$ cat src/sv/lir_pkg.sv
// ----------------------------------------------------------------------------
// lir_pkg
// Shared types and constants for the linear interpolation resampler.
// ----------------------------------------------------------------------------
`default_nettype none

package lir_pkg;

  // field widths
  localparam int SAMPLE_W = 16;
  localparam int DIFF_W   = 17;
  localparam int STEP_W   = 21;
  localparam int PHASE_W  = 22;
  localparam int PROD_W   = 34;

  // phase constants, unsigned q6.16 (step q5.16)
  localparam logic [PHASE_W-1:0] PHASE_ONE  = 22'h010000;
  localparam logic [STEP_W-1:0]  STEP_MIN   = 21'd1024;
  localparam logic [STEP_W-1:0]  STEP_RESET = 21'd65536;

  // default queue depths
  localparam int CMD_DEPTH_DEF = 4;
  localparam int RES_DEPTH_DEF = 4;

  // command word from front to back
  typedef struct packed {
    logic                       run;   // 0: store only, 1: interpolate a run
    logic signed [SAMPLE_W-1:0] prev;
    logic signed [DIFF_W-1:0]   diff;
  } cmd_t;

  // result word from back to output queue
  typedef struct packed {
    logic signed [SAMPLE_W-1:0] value;
    logic                       last;
  } res_t;

endpackage

`default_nettype wire

$ cat src/sv/lir_fifo.sv
// ----------------------------------------------------------------------------
// lir_fifo
// Small register queue with first-word fall-through read and a fill level.
// ----------------------------------------------------------------------------
`default_nettype none

module lir_fifo #(
  parameter int WIDTH = 8,
  parameter int DEPTH = 4
) (
  input  wire logic                             clk,
  input  wire logic                             rst,
  input  wire logic                             wr_en,
  input  wire logic [WIDTH-1:0]                 wr_data,
  input  wire logic                             rd_en,
  output logic      [WIDTH-1:0]                 rd_data,
  output logic                                  full,
  output logic                                  empty,
  output logic      [$clog2(DEPTH+1)-1:0]       level
);

  localparam int AW = (DEPTH > 1) ? $clog2(DEPTH) : 1;
  localparam int CW = $clog2(DEPTH + 1);

  logic [WIDTH-1:0] mem [DEPTH];
  logic [AW-1:0]    wr_ptr;
  logic [AW-1:0]    rd_ptr;
  logic [CW-1:0]    count;

  function automatic logic [AW-1:0] ptr_inc(input logic [AW-1:0] p);
    ptr_inc = (p == AW'(DEPTH - 1)) ? '0 : p + 1'b1;
  endfunction

  // status
  assign full    = (count == CW'(DEPTH));
  assign empty   = (count == '0);
  assign level   = count;
  assign rd_data = mem[rd_ptr];

  // storage
  always_ff @(posedge clk) begin
    if (wr_en) begin
      mem[wr_ptr] <= wr_data;
    end
  end

  // pointers and count
  always_ff @(posedge clk) begin
    if (rst) begin
      wr_ptr <= '0;
      rd_ptr <= '0;
      count  <= '0;
    end else begin
      if (wr_en) begin
        wr_ptr <= ptr_inc(wr_ptr);
      end
      if (rd_en) begin
        rd_ptr <= ptr_inc(rd_ptr);
      end
      case ({wr_en, rd_en})
        2'b10:   count <= count + 1'b1;
        2'b01:   count <= count - 1'b1;
        default: count <= count;
      endcase
    end
  end

endmodule

`default_nettype wire

$ cat src/sv/lir_front.sv
// ----------------------------------------------------------------------------
// lir_front
// Accepts input samples, decides store versus run and forms the difference
// to the previous sample for the back end.
// ----------------------------------------------------------------------------
`default_nettype none

module lir_front (
  input  wire logic                                 clk,
  input  wire logic                                 rst,
  input  wire logic                                 push,
  input  wire logic signed [lir_pkg::SAMPLE_W-1:0]  sample,
  input  wire logic                                 restart,
  output logic                                      full,
  input  wire logic                                 cmd_full,
  output logic                                      cmd_push,
  output lir_pkg::cmd_t                             cmd_data
);

  logic signed [lir_pkg::SAMPLE_W-1:0] prev_sample;
  logic                                have_previous;
  logic                                take;

  assign full = cmd_full;
  assign take = push && !cmd_full;

  // classify and form the command word
  always_comb begin
    cmd_push      = take;
    cmd_data.run  = !restart && have_previous;
    cmd_data.prev = prev_sample;
    cmd_data.diff = {sample[lir_pkg::SAMPLE_W-1], sample}
                  - {prev_sample[lir_pkg::SAMPLE_W-1], prev_sample};
  end

  // previous sample tracking
  always_ff @(posedge clk) begin
    if (rst) begin
      prev_sample   <= '0;
      have_previous <= 1'b0;
    end else if (take) begin
      prev_sample   <= sample;
      have_previous <= 1'b1;
    end
  end

endmodule

`default_nettype wire

$ cat src/sv/lir_back.sv
// ----------------------------------------------------------------------------
// lir_back
// Walks the phase through one run per command, one output per cycle while the
// result queue has room; a registered multiply stage precedes the final add.
// ----------------------------------------------------------------------------
`default_nettype none

module lir_back #(
  parameter int RES_DEPTH = lir_pkg::RES_DEPTH_DEF
) (
  input  wire logic                                  clk,
  input  wire logic                                  rst,
  input  wire logic [lir_pkg::STEP_W-1:0]            phase_step,
  input  wire logic                                  cmd_valid,
  input  wire lir_pkg::cmd_t                         cmd_head,
  output logic                                       cmd_pop,
  input  wire logic [$clog2(RES_DEPTH+1)-1:0]        res_level,
  output logic                                       res_push,
  output lir_pkg::res_t                              res_data
);

  localparam int LW = $clog2(RES_DEPTH + 1);

  logic [lir_pkg::PHASE_W-1:0]       phase;
  logic [lir_pkg::PHASE_W-1:0]       phase_next;
  logic [lir_pkg::PHASE_W-1:0]       phase_adv;
  logic [lir_pkg::PHASE_W-1:0]       phase_wrap;
  logic [lir_pkg::STEP_W-1:0]        step_eff;
  logic [LW:0]                       occupied;
  logic                              space;
  logic                              in_range;
  logic                              issue;
  logic signed [lir_pkg::PROD_W-1:0] product;

  // pipeline register between multiply and add
  logic                                pipe_v;
  logic                                pipe_last;
  logic signed [lir_pkg::SAMPLE_W-1:0] pipe_prev;
  logic signed [lir_pkg::PROD_W-1:0]   pipe_prod;

  // clamp the step so a run never exceeds 64 outputs
  assign step_eff   = (phase_step < lir_pkg::STEP_MIN) ? lir_pkg::STEP_MIN : phase_step;
  assign phase_adv  = phase + {1'b0, step_eff};
  assign phase_wrap = phase - lir_pkg::PHASE_ONE;
  assign in_range   = (phase < lir_pkg::PHASE_ONE);

  // room in the result queue, counting the word in flight
  assign occupied = {1'b0, res_level} + (LW+1)'(pipe_v);
  assign space    = occupied < (LW+1)'(RES_DEPTH);

  assign product = $signed({1'b0, phase[lir_pkg::SAMPLE_W-1:0]}) * cmd_head.diff;

  // run control
  always_comb begin
    phase_next = phase;
    cmd_pop    = 1'b0;
    issue      = 1'b0;
    if (cmd_valid) begin
      if (!cmd_head.run) begin
        phase_next = '0;
        cmd_pop    = 1'b1;
      end else if (in_range) begin
        if (space) begin
          issue      = 1'b1;
          phase_next = phase_adv;
        end
      end else begin
        phase_next = {1'b0, phase_wrap[lir_pkg::STEP_W-1:0]};
        cmd_pop    = 1'b1;
      end
    end
  end

  // phase and pipeline valid
  always_ff @(posedge clk) begin
    if (rst) begin
      phase  <= '0;
      pipe_v <= 1'b0;
    end else begin
      phase  <= phase_next;
      pipe_v <= issue;
    end
  end

  // multiply stage payload
  always_ff @(posedge clk) begin
    if (issue) begin
      pipe_prod <= product;
      pipe_prev <= cmd_head.prev;
      pipe_last <= !(phase_adv < lir_pkg::PHASE_ONE);
    end
  end

  // add stage: prev plus product shifted down by 16, result stays in range
  always_comb begin
    res_push       = pipe_v;
    res_data.value = pipe_prev + pipe_prod[31:16];
    res_data.last  = pipe_last;
  end

endmodule

`default_nettype wire

$ cat src/sv/linear_interp_resampler.sv
// ----------------------------------------------------------------------------
// linear_interp_resampler
// Linear interpolation sample rate converter with a q5.16 phase step.
// ----------------------------------------------------------------------------
//  channel   direction  handshake          payload
//  input     in         push / full        sample, restart
//  result    out        pop / empty        out_sample, last_of_run
//  config    in         cfg_valid / ready  cfg_data (phase_step)
//
//  An input sample that starts a run gives its n outputs, one per cycle while
//  the result queue has room, then the phase is retired; a store only sample
//  is popped with no output. The single phase loop ends one command before the
//  next. The product is registered, and the add writes the result queue.
//  Reset is synchronous; it empties both queues and clears the phase and the
//  stored sample. Input stalls only when the command queue is full, the back
//  end stalls only when the result queue has no room.
// ----------------------------------------------------------------------------
`default_nettype none

module linear_interp_resampler #(
  parameter int CMD_DEPTH = lir_pkg::CMD_DEPTH_DEF,
  parameter int RES_DEPTH = lir_pkg::RES_DEPTH_DEF
) (
  input  wire logic                                 clk,
  input  wire logic                                 rst,
  input  wire logic                                 push,
  output logic                                      full,
  input  wire logic signed [lir_pkg::SAMPLE_W-1:0]  sample,
  input  wire logic                                 restart,
  output logic                                      empty,
  input  wire logic                                 pop,
  output logic signed [lir_pkg::SAMPLE_W-1:0]       out_sample,
  output logic                                      last_of_run,
  input  wire logic                                 cfg_valid,
  output logic                                      cfg_ready,
  input  wire logic [lir_pkg::STEP_W-1:0]           cfg_data
);

  logic [lir_pkg::STEP_W-1:0] phase_step;

  lir_pkg::cmd_t cmd_in;
  lir_pkg::cmd_t cmd_head;
  logic          cmd_push;
  logic          cmd_pop;
  logic          cmd_full;
  logic          cmd_empty;
  logic [$clog2(CMD_DEPTH+1)-1:0] cmd_level;

  lir_pkg::res_t res_in;
  lir_pkg::res_t res_head;
  logic          res_push;
  logic          res_full;
  logic [$clog2(RES_DEPTH+1)-1:0] res_level;

  // config register
  assign cfg_ready = 1'b1;

  always_ff @(posedge clk) begin
    if (rst) begin
      phase_step <= lir_pkg::STEP_RESET;
    end else if (cfg_valid && cfg_ready) begin
      phase_step <= cfg_data;
    end
  end

  // front end
  lir_front u_front (
    .clk      (clk),
    .rst      (rst),
    .push     (push),
    .sample   (sample),
    .restart  (restart),
    .full     (full),
    .cmd_full (cmd_full),
    .cmd_push (cmd_push),
    .cmd_data (cmd_in)
  );

  // command queue
  lir_fifo #(
    .WIDTH ($bits(lir_pkg::cmd_t)),
    .DEPTH (CMD_DEPTH)
  ) u_cmd_q (
    .clk     (clk),
    .rst     (rst),
    .wr_en   (cmd_push),
    .wr_data (cmd_in),
    .rd_en   (cmd_pop),
    .rd_data (cmd_head),
    .full    (cmd_full),
    .empty   (cmd_empty),
    .level   (cmd_level)
  );

  // back end
  lir_back #(
    .RES_DEPTH (RES_DEPTH)
  ) u_back (
    .clk        (clk),
    .rst        (rst),
    .phase_step (phase_step),
    .cmd_valid  (!cmd_empty && (cmd_level != '0)),
    .cmd_head   (cmd_head),
    .cmd_pop    (cmd_pop),
    .res_level  (res_level),
    .res_push   (res_push),
    .res_data   (res_in)
  );

  // result queue
  lir_fifo #(
    .WIDTH ($bits(lir_pkg::res_t)),
    .DEPTH (RES_DEPTH)
  ) u_res_q (
    .clk     (clk),
    .rst     (rst),
    .wr_en   (res_push && !res_full),
    .wr_data (res_in),
    .rd_en   (pop && !empty),
    .rd_data (res_head),
    .full    (res_full),
    .empty   (empty),
    .level   (res_level)
  );

  assign out_sample  = res_head.value;
  assign last_of_run = res_head.last;

endmodule

`default_nettype wire

$ cat config.mk
export PLATFORM = sky130hd
export DESIGN_NAME = linear_interp_resampler
export DESIGN_NICKNAME = d
export VERILOG_FILES = /design/src/sv/lir_pkg.sv /design/src/sv/lir_fifo.sv /design/src/sv/lir_front.sv /design/src/sv/lir_back.sv /design/src/sv/linear_interp_resampler.sv
export SDC_FILE = /design/constraint.sdc
export NUM_CORES = 1
export LEC_CHECK = 0
export BUFFER_PORTS_ARGS = -buffer_cell sky130_fd_sc_hd__buf_2
export CORE_ASPECT_RATIO = 1.5
export CORE_MARGIN = 1
export CORE_UTILIZATION = 45
export CTS_CLUSTER_DIAMETER = 80
export DETAILED_ROUTE_END_ITERATION = 12
export SETUP_SLACK_MARGIN = 0.02
export SYNTH_ARGS = -nofsm -noshare
export SYNTH_HDL_FRONTEND = slang
export SYNTH_SLANG_ARGS = --single-unit
$ cat constraint.sdc
create_clock -name clk -period 6.7 [get_ports clk]
set_input_delay 0 -clock clk [delete_from_list [all_inputs] [get_ports clk]]
set_output_delay 0 -clock clk [all_outputs]
set_load 0.01 [all_outputs]
**After elaboration in Yosys (flattened, before gate mapping)**

Memory sizes are Yosys's and may differ from the RTL's. A register that Yosys moved wholly into a read port is not among the register bits.
Index checks and enable logic that the tools add are counted.

- ROM bits: 0
- Bits of input ports: 43
- Register bits: 124
- Memories kept: 2
- Output and inout bits: 20
- Latch bits: 0
- Logic and storage cells: 87
- RAM bits: 204

Memories:

| memory | words | width | read ports | clocked after memory_dff | wr ports | RTL line | source |
|---|---|---|---|---|---|---|---|
| u_cmd_q.mem | 4 | 34 | 1 | 1 | 1 | lir_fifo.sv:25 | `logic [WIDTH-1:0] mem [DEPTH];` |
| u_res_q.mem | 4 | 17 | 1 | 1 | 1 | lir_fifo.sv:25 |  |

- Bitwise logic cells: 0
- Reductions and logical operators: 17
- Div/mod/pow operators: 0
- Equality and inequality tests: 11
- Shifts and indexed selects: 0
- Order comparisons: 4
- $mul: 1
- $add $sub $neg: 13
- Muxes and demuxes: 25

Operators by type and width:

| kind | count |
|---|---|
| 2-to-1 mux 22 bit | 3 |
| less-than comparator 22 x 17 -> 1 bit (second input constant) | 2 |
| multiplier 17 x 17 -> 32 bit | 1 |
| adder 22 x 21 -> 22 bit | 1 |
| less-than comparator 21 x 11 -> 1 bit (second input constant) | 1 |
| 2-to-1 mux 21 bit | 1 |
| subtractor 21 x 17 -> 21 bit (second input constant) | 1 |
| subtractor 16 x 16 -> 17 bit | 1 |
| adder 16 bit | 1 |
| 2-to-1 mux 2 bit | 8 |
| equality test 2 bit (second input constant) | 6 |
| one-hot mux 3 bit (2 select lines) | 2 |
| 2-to-1 mux 1 bit | 11 |
| adder 2 x 1 -> 2 bit (second input constant) | 4 |
| adder 3 x 1 -> 3 bit (second input constant) | 2 |
| equality test 3 bit (second input constant) | 2 |
| zero test 1 bit | 6 |
| zero test 3 bit | 2 |
| subtractor 3 x 1 -> 3 bit (second input constant) | 2 |
| logical AND 1 bit | 5 |
| adder 3 x 1 -> 4 bit | 1 |
| equality test 2 x 1 -> 1 bit (second input constant) | 2 |
| less-than comparator 4 x 3 -> 1 bit (second input constant) | 1 |
| nonzero test 2 bit | 2 |
| other kinds (3) | 3 |

**Logic depth before layout (Yosys ltp)**

Gate-level depths: netlist (run 1).

- Depth in word-level cells: 6
- Gate-level depth with buffers: 25
- Depth with buffers taken out: 23

**Hierarchy**

Synthesis (run 1) repeated with hierarchy kept, for this count alone.

- Cells, all modules: 2007
- Area total of the unflattened synthesis: 23147.2 um^2

Modules (own cells, without submodules):

| module | area an instance (um^2) | times used | cells each | sequential area each (um^2) |
|---|---|---|---|---|
| lir_back | 12570.8 | 1 | 1383 | 1451.4 |
| lir_fifo (u_cmd_q) | 5402.7 | 1 | 226 | 4264.1 |
| lir_fifo (u_res_q) | 2940.3 | 1 | 137 | 2222.1 |
| lir_front | 1436.4 | 1 | 187 | 340.3 |
| linear_interp_resampler | 797.0 | 1 | 74 | 420.4 |

**Least setup slack after synthesis (run 1)**

Ideal clock, no wire load.

- Path type: flip-flop to flip-flop
- Start point: reg (tool-made name)
- End point: reg u_back.pipe_prod[31] (netlist bit) (data pin)
- Arrival time: 6.925 ns
- Buffers on the path: 3
- Period minus slack after synthesis: 7.190 ns
- Library setup time: 0.265 ns
- Path slack: -0.490 ns
- Data required time: 6.435 ns
- Stages on the path, launching flop included: 25
- Path through: dfxtp_1 > buf_6 > buf_2 > mux4_2 > clkbuf_1 > and2_1 > fa_1 > inv_1 > fa_1 > fa_1 > inv_1 > fa_1 > fa_1 > inv_1 > fa_1 > inv_1 > ha_1 > and2_1 > a221o_1 > a211oi_1 > a2bb2oi_1 > and3_4 > o31a_1 > nor2_1 > or3_1

RTL lines:

| element | RTL line | source |
|---|---|---|
| to (signal assigned) | lir_back.sv:88 | `pipe_prod <= product;` |
| to (decl) | lir_back.sv:39 | `logic signed [lir_pkg::PROD_W-1:0] pipe_prod;` |

==> impl_metrics.toml, run 1 <==
[clocking]
cts_root_buf = "clkbuf_16"
cts_tree = "yes"
clk_pin_slew_worst_paths_ps = 70
clock_latency_ps = 600
clockBufferDepth = 3
cts.sinks = 316
numCtsBuffers = 30
h-tree-depth = 1

[sta]
final_hold_viol_count = 0
setup_violations = 0
finalSetupTns_ps = 0
period_needed_ps = 6630
period_share_pct = 99.0
fin_skew_ps = 55.2
fmax_mhz = 151
worst-slew-pin-transition_ps = 950
setup_ws_ps = 67.0
maxSlewHeadroom_pct = 36.7
rsz0062_at_grt = "true"
slew_viol_final = 0

[worst_setup_path]
crit_path_max_fanout = 7
worstPathArrival_ps = 6990
start_kind = "flop"
worst_ep_required_time_ps = 7050
crit_path_end_kind = "flop"
critPathKind = "reg -> reg"

[power]
power.density_mw_per_mm2 = 366
power.internal_mw = 5.71
p_comb_share_pct = 52.0
clkPwrFrac_pct = 17.2
leakagePower_nw = 11.2
seq_power_share_pct = 30.8
peakVddDrop_v = 0.000237
p_sw_share_pct = 40.1
switchingPower_mw = 3.82
total_power_mw = 9.53

[synth]
syn_inst = 2017
synth.distinct_cells = 82
yosysSeqAreaShare_pct = 37.9
syn_area_sq_mm = 0.0229
synth_fp_nets = 2451
synth_flop_cell = "edfxtp_1"
synthArstFlopShare_pct = 0
yosysWarningCount = 0
synthesis.area_per_instance_sq_um = 11.4
synth-edff-count = 237
synth_seq_cells = 316

[grt]
grtUsageTotal_pct = 20.4
overflow = 0
grt_pass1_wl_um = 82900
grt_start_max_net_pins = 70
grt_antenna_before_repair = 0
grt_pass1_vias = 16000

[place]
hpwl_um = 40200
gp_congestion = 0.890
pre_cts_ws_ps = -166
io_buffer_count = 61

[floorplanning]
start_util_pct = 45.5
core-area_sq_mm = 0.0504
die_h_um = 279
num_io_pins = 63
placementRows = 101
die_x_um = 186
die_area_sq_mm = 0.0519

[final_layout]
num-fill-cells = 4375
final_cell_mix = "inv_1 (323), edfxtp_1 (237), fa_1 (208)"
drive_gt1_share_pct = 13.4
num_antenna_cells = 0
final_nets = 2606
area_growth_syn_to_layout_pct = 13.6
final_common_cell = "inv_1"

[worst_hold_path]
worstHoldStart = "cfg_valid"
hp-class = "in -> reg"

[route]
vias = 14900
drtIter0Drc = 532
vias_per_cell = 5.19
wire_per_inst_um = 18.1
first_pass_iters = 4
wirelength_um = 51800
antenna_left = 0
drcViolationCount = 0

[job]
drv_cap = 0

[status]
outcome = "finished clean"
critical path: stages, from the launching register on:
cell and delay, ps:
dfxtp_4 440, mux4_2 630, and2_4 210, fa_1 550, inv_2 40, fa_1 480, fa_1 510, inv_2 40
fa_1 490, fa_1 490, inv_1 40, fa_1 490, inv_2 50, ha_4 210, and2_4 150, a221o_1 320
a211oi_2 280, a2bb2oi_2 200, and3_4 250, o31a_1 150, nor2_1 50, or3_1 350
cell usage after synthesis, types with 3 or more instances:
master,instances,share of area [%]
fa_1,213,19
nand4_1,3,0.082
and2_1,171,4.7
a31oi_1,6,0.16
buf_2,4,0.087
a21oi_1,81,1.8
nor3b_1,3,0.098
and3_1,8,0.22
nor4_1,4,0.11
mux2i_1,25,1.1
o21a_1,9,0.29
dfxtp_1,79,6.9
o21ai_0,18,0.39
a211oi_1,6,0.20
nand2_1,175,2.9
edfxtp_1,237,31
buf_1,10,0.16
nand3_1,28,0.61
xor2_1,18,0.69
mux4_2,50,4.9
xnor2_1,46,1.8
o21ai_1,9,0.20
nor2_1,80,1.3
nor3_1,26,0.57
o21bai_1,7,0.23
inv_1,329,5.4
a22o_1,10,0.38
clkbuf_1,60,0.98
ha_1,178,9.7
nand2b_1,13,0.35
a21o_1,18,0.59
o211ai_1,3,0.098
o31ai_1,6,0.20
or3_1,15,0.41
nor2b_1,8,0.22
a2bb2oi_1,3,0.11
layout make-up:
| class | count | area (sq um) | area share, % |
|---|---|---|---|
| flip-flops and latches | 316 | 8700 | 33.4 |
| clock buffers | 35 | 790 | 3.03 |
| multi-input cells | 1296 | 12800 | 49.2 |
| repair buffers | 199 | 1510 | 5.80 |
| well taps | 669 | 837 | 3.21 |
| clock inverters | 21 | 166 | 0.639 |
| inverters | 329 | 1230 | 4.74 |
metrics by stage:
step           util [%]  hold WS, ps  std cells  instance area, sq um
2_1_floorplan         -          104       2017                 23000
3_3_place_gp       48.3          219       2740                 24300
3_5_place_dp       48.3          225       2740                 24300
4_1_cts            51.5         18.1       2858                 25900
5_1_grt            51.7         62.1       2865                 26100
6_report           51.7         44.0       2865                 26100
flip-flops by register name, indices dropped and copies added, names as in the netlist, named ones only:
| name | cells |
|---|---|
| u_cmd_q.mem | 136 |
| u_res_q.mem | 68 |
| u_back.phase | 22 |
| phase_step | 21 |
| u_back.pipe_prev | 16 |
| u_back.pipe_prod | 16 |
| u_front.prev_sample | 16 |
| u_cmd_q.level | 3 |
| u_res_q.level | 3 |
| u_cmd_q.rd_ptr | 2 |
| u_cmd_q.wr_ptr | 2 |
| u_res_q.rd_ptr | 2 |
| u_res_q.wr_ptr | 2 |
| u_back.pipe_last | 1 |
| u_back.res_push | 1 |
| u_front.have_previous | 1 |
per-layer routing:
metal	GRT usage [%]	share of wire [%]
met2	40.1	56
met1	22.2	38
met4	8.35	3.7
met5	0	0
met3	1.53	2.2
power groups by stage:
stage / Clock (mW) / Sequential [mW] / Combinational [mW]
2_1_floorplan: 0 / 2.88 / 3.38
3_3_place_gp: 0 / 2.97 / 4.73
3_5_place_dp: 0 / 2.98 / 4.83
4_1_cts: 1.68 / 2.94 / 4.97
5_1_grt: 1.76 / 2.97 / 5.54
6_report: 1.64 / 2.94 / 4.96
final timing paths:
kind                                end  slack, ps  cells after the start
hold / removal           phase_step[14]         40                      3
setup / recovery   u_back.pipe_prod[31]         70                     21
hold reg to reg   u_front.have_previous        470                      2
setup reg to reg   u_back.pipe_prod[31]         70                     21
logic make-up after synthesis:
group | after synthesis | synth area share, %
compound gates | 214 | 6.41
xor+xnor | 64 | 2.44
mux | 76 | 6.05
flops | 316 | 37.9
other cells | 1 | 0.0163
simple gates | 550 | 12.2
fa+ha+maj | 391 | 28.3
buf+inv | 405 | 6.70
what timing repair did:
| item | in CTS | in global routing |
|---|---|---|
| hold buffers | 53 | 0 |
| buffers inserted | 9 | 7 |
| gates resized for setup | 19 | 15 |
| endpoints found under the hold margin | 51 | 0 |
| pin swaps | 13 | 17 |
| endpoints found under the setup margin | 8 | 10 |
Note: power is estimated with default switching activity, not from simulation.
==> run 2: changes to the inputs <==
--- a/config.mk
+++ b/config.mk
@@ -5,6 +5,7 @@
 export SDC_FILE = /design/constraint.sdc
 export NUM_CORES = 1
 export LEC_CHECK = 0
+export ABC_AREA = 1
 export BUFFER_PORTS_ARGS = -buffer_cell sky130_fd_sc_hd__buf_2
 export CORE_ASPECT_RATIO = 1.5
 export CORE_MARGIN = 1
==> impl_metrics.toml, run 2 <==
[synth]
synthTopCellsByArea = "edfxtp_1 (30%), fa_1 (18%), ha_1 (9.3%)"
yosysTopAreaCell = "edfxtp_1"
ys_top_cells_by_count = "nand2_1 (499), inv_1 (486), nor2_1 (358), edfxtp_1 (237), fa_1 (213)"
synthArstFlopShare_pct = 0
synth_fp_nets = 3155
synth-edff-count = 237
yosysSeqAreaShare_pct = 36.4
synth_flop_cell = "edfxtp_1"
synth_most_common_cell = "nand2_1"
synth_top_area_share_pct = 29.8
synthesis.area_per_instance_sq_um = 8.79
yosysWarningCount = 0
synth.distinct_cells = 45
syn_area_sq_mm = 0.0239
syn_inst = 2721
synth_seq_cells = 316

[clocking]
clock_latency_ps = 590
h-tree-depth = 1
cts_tree = "yes"
clockBufferDepth = 3
cts.sinks = 316
numCtsBuffers = 30
clk_pin_slew_worst_paths_ps = 70
cts_root_buf = "clkbuf_16"

[final_layout]
stdcell_count = 3554
drive_gt1_share_pct = 7.24
largest_register_ffs = 136
final_nets = 3283
final_common_cell = "nand2_1"
top_regs = "u_cmd_q.mem: 136 flops, u_res_q.mem: 68 flops, u_back.phase: 22 flops"
final_cell_mix = "nand2_1 (496), inv_1 (483), nor2_1 (353)"
num_antenna_cells = 0
num-fill-cells = 4970
largest_register = "u_cmd_q.mem"
final_core_util_pct = 50.9
area_growth_syn_to_layout_pct = 12.0

[worst_setup_path]
crit_path_max_fanout = 16
worst_path_dominant_cell_family = "adder cells"
rr_worst_depth = 24
rrSetupSlack_ps = 420
crit_path_end_kind = "flop"
max_stage_delay_ps = 560
cpMaxStageDelayCell = "fa_1"
worstPathArrival_ps = 6610
cp_cell_sequence = "buf_6 -> nand3_1 -> nand2_1 -> buf_4 -> nor2_1 -> fa_1 -> inv_1 -> fa_1 -> inv_1 -> fa_1 -> fa_1 -> fa_1 -> inv_1 -> fa_1 -> inv_1 -> ha_1 -> nand2_1 -> nor2_1 -> nand2_1 -> or2_2 -> o21ai_2 -> nand2_1 -> nand3_1 -> nand2_1"
crit_top_cell = "fa_1"
critPathKind = "reg -> reg"
r2r-end = "u_back.pipe_prod[29]"
start_kind = "flop"
cp.buffers_inverters = 6
worst_ep_required_time_ps = 7030

[place]
dp_cells = 3446
hpwl_um = 53400
gp_congestion = 1.02
io_buffer_count = 61

[floorplanning]
die_area_sq_mm = 0.0541
core-area_sq_mm = 0.0526
num_io_pins = 63
die_x_um = 190
start_util_pct = 45.5
die_h_um = 284
placementRows = 103

[sta]
setup_violations = 0
fin_skew_ps = 27.9
period_share_pct = 93.7
fmax_mhz = 159
rsz0062_at_grt = "false"
final_hold_viol_count = 0
worst-slew-pin-transition_ps = 1150
slew_viol_final = 0
finalSetupTns_ps = 0
period_needed_ps = 6280
maxSlewHeadroom_pct = 23.3

[grt]
grtUsageTotal_pct = 25.4
grt_pass1_vias = 19300
overflow = 0
grt_antenna_before_repair = 3
grt_start_max_net_pins = 48
grt_pass1_wl_um = 104000

[route]
vias_per_cell = 5.21
wire_per_inst_um = 18.9
wl_met1_um = 24600
wirelength_um = 67000
first_pass_iters = 7
drtIter0Drc = 1094
routed-wl-met2_um = 36200
top_layer = "met4"
vias = 18500
wl_met3_um = 2260
antenna_left = 0
drcViolationCount = 0

[power]
power.density_mw_per_mm2 = 485
leakagePower_nw = 12.3
peakVddDrop_v = 0.000348

[worst_hold_path]
hp-class = "in -> reg"
worstHoldStart = "cfg_data[5]"
hold_end = "phase_step[5]"
hold_depth = 4

[job]
drv_cap = 0

[status]
outcome = "finished clean"
-- run 2: changes by cell type in the layout (fill, tap and decap cells not counted), sizes merged, moves of 15 or more --
cell,previous run,this run
nand3,28,95
or3,16,0
o21ai,28,160
xnor2,46,9
and2,171,2
o22ai,1,33
inv,330,492
mux2i,25,0
mux4,50,0
nand2,175,503
nor2,80,359
buf,146,131
a21oi,83,136
-- run 2: layout make-up --
cell class | instances | area [sq um] | share of cell area (%)
flip-flops and latches | 316 | 8700 | 32.5
well taps | 682 | 853 | 3.19
repair buffers | 184 | 1370 | 5.12
multi-input cells | 1815 | 13000 | 48.6
clock inverters | 17 | 166 | 0.621
clock buffers | 38 | 791 | 2.95
inverters | 502 | 1900 | 7.09
-- run 2: worst max-delay path by stage --
stage / endpoint / slack, ps / depth (start not counted)
after floorplan: u_back.pipe_prod[29] / 610 / 26
after global placement: u_back.pipe_prod[29] / 350 / 22
after detailed placement: u_back.pipe_prod[29] / 270 / 25
after CTS: u_back.pipe_prod[29] / 250 / 25
after global routing: u_back.pipe_prod[31] / 90 / 27
final: u_back.pipe_prod[29] / 420 / 24
-- run 2: stage by stage --
step	total power, mW	setup WS, ps	cell area [sq um]	hold WS (ps)
6_report	13.0	422	26800	249
5_1_grt	14.2	85.7	26800	257
4_1_cts	13.1	253	26700	208
3_5_place_dp	11.3	268	25300	220
3_3_place_gp	11.2	353	25300	227
2_1_floorplan	8.62	610	23900	105
-- run 2: where the power goes --
part | internal (mW) | switching, mW
sequential | 2.85 | 0.172
combinational | 2.79 | 5.51
clock | 0.917 | 0.734
total | 6.56 | 6.42
-- run 2: worst min-delay path: stages --
cell	delay, ps
dlygate4sd3_1	520
buf_2	90
o21ai_0	70
a21oi_1	110
-- run 2: timing repair --
action	CTS	global route
gates resized for setup	0	17
endpoints found under the hold margin	65	0
hold buffers	53	0
setup endpoints to repair	0	9
setup buffers	0	0
-- run 2: metal layers --
| layer | track usage (%) | vias to the layer above |
|---|---|---|
| met5 | 0 | - |
| met4 | 12.9 | 0 |
| met3 | 2.12 | 172 |
| met2 | 48.7 | 454 |
| met1 | 27.2 | 8993 |
| li1 | - | 8895 |
-- run 2: logic make-up after synthesis --
kind of cell,share of synthesized area (%)
flip-flops,36.4
XOR/XNOR,1.46
buffers and inverters,9.49
AO/OA/AOI/OAI,8.50
adder cells (fa/ha/maj),27.1
other,0.0157
AND/OR/NAND/NOR,17.0
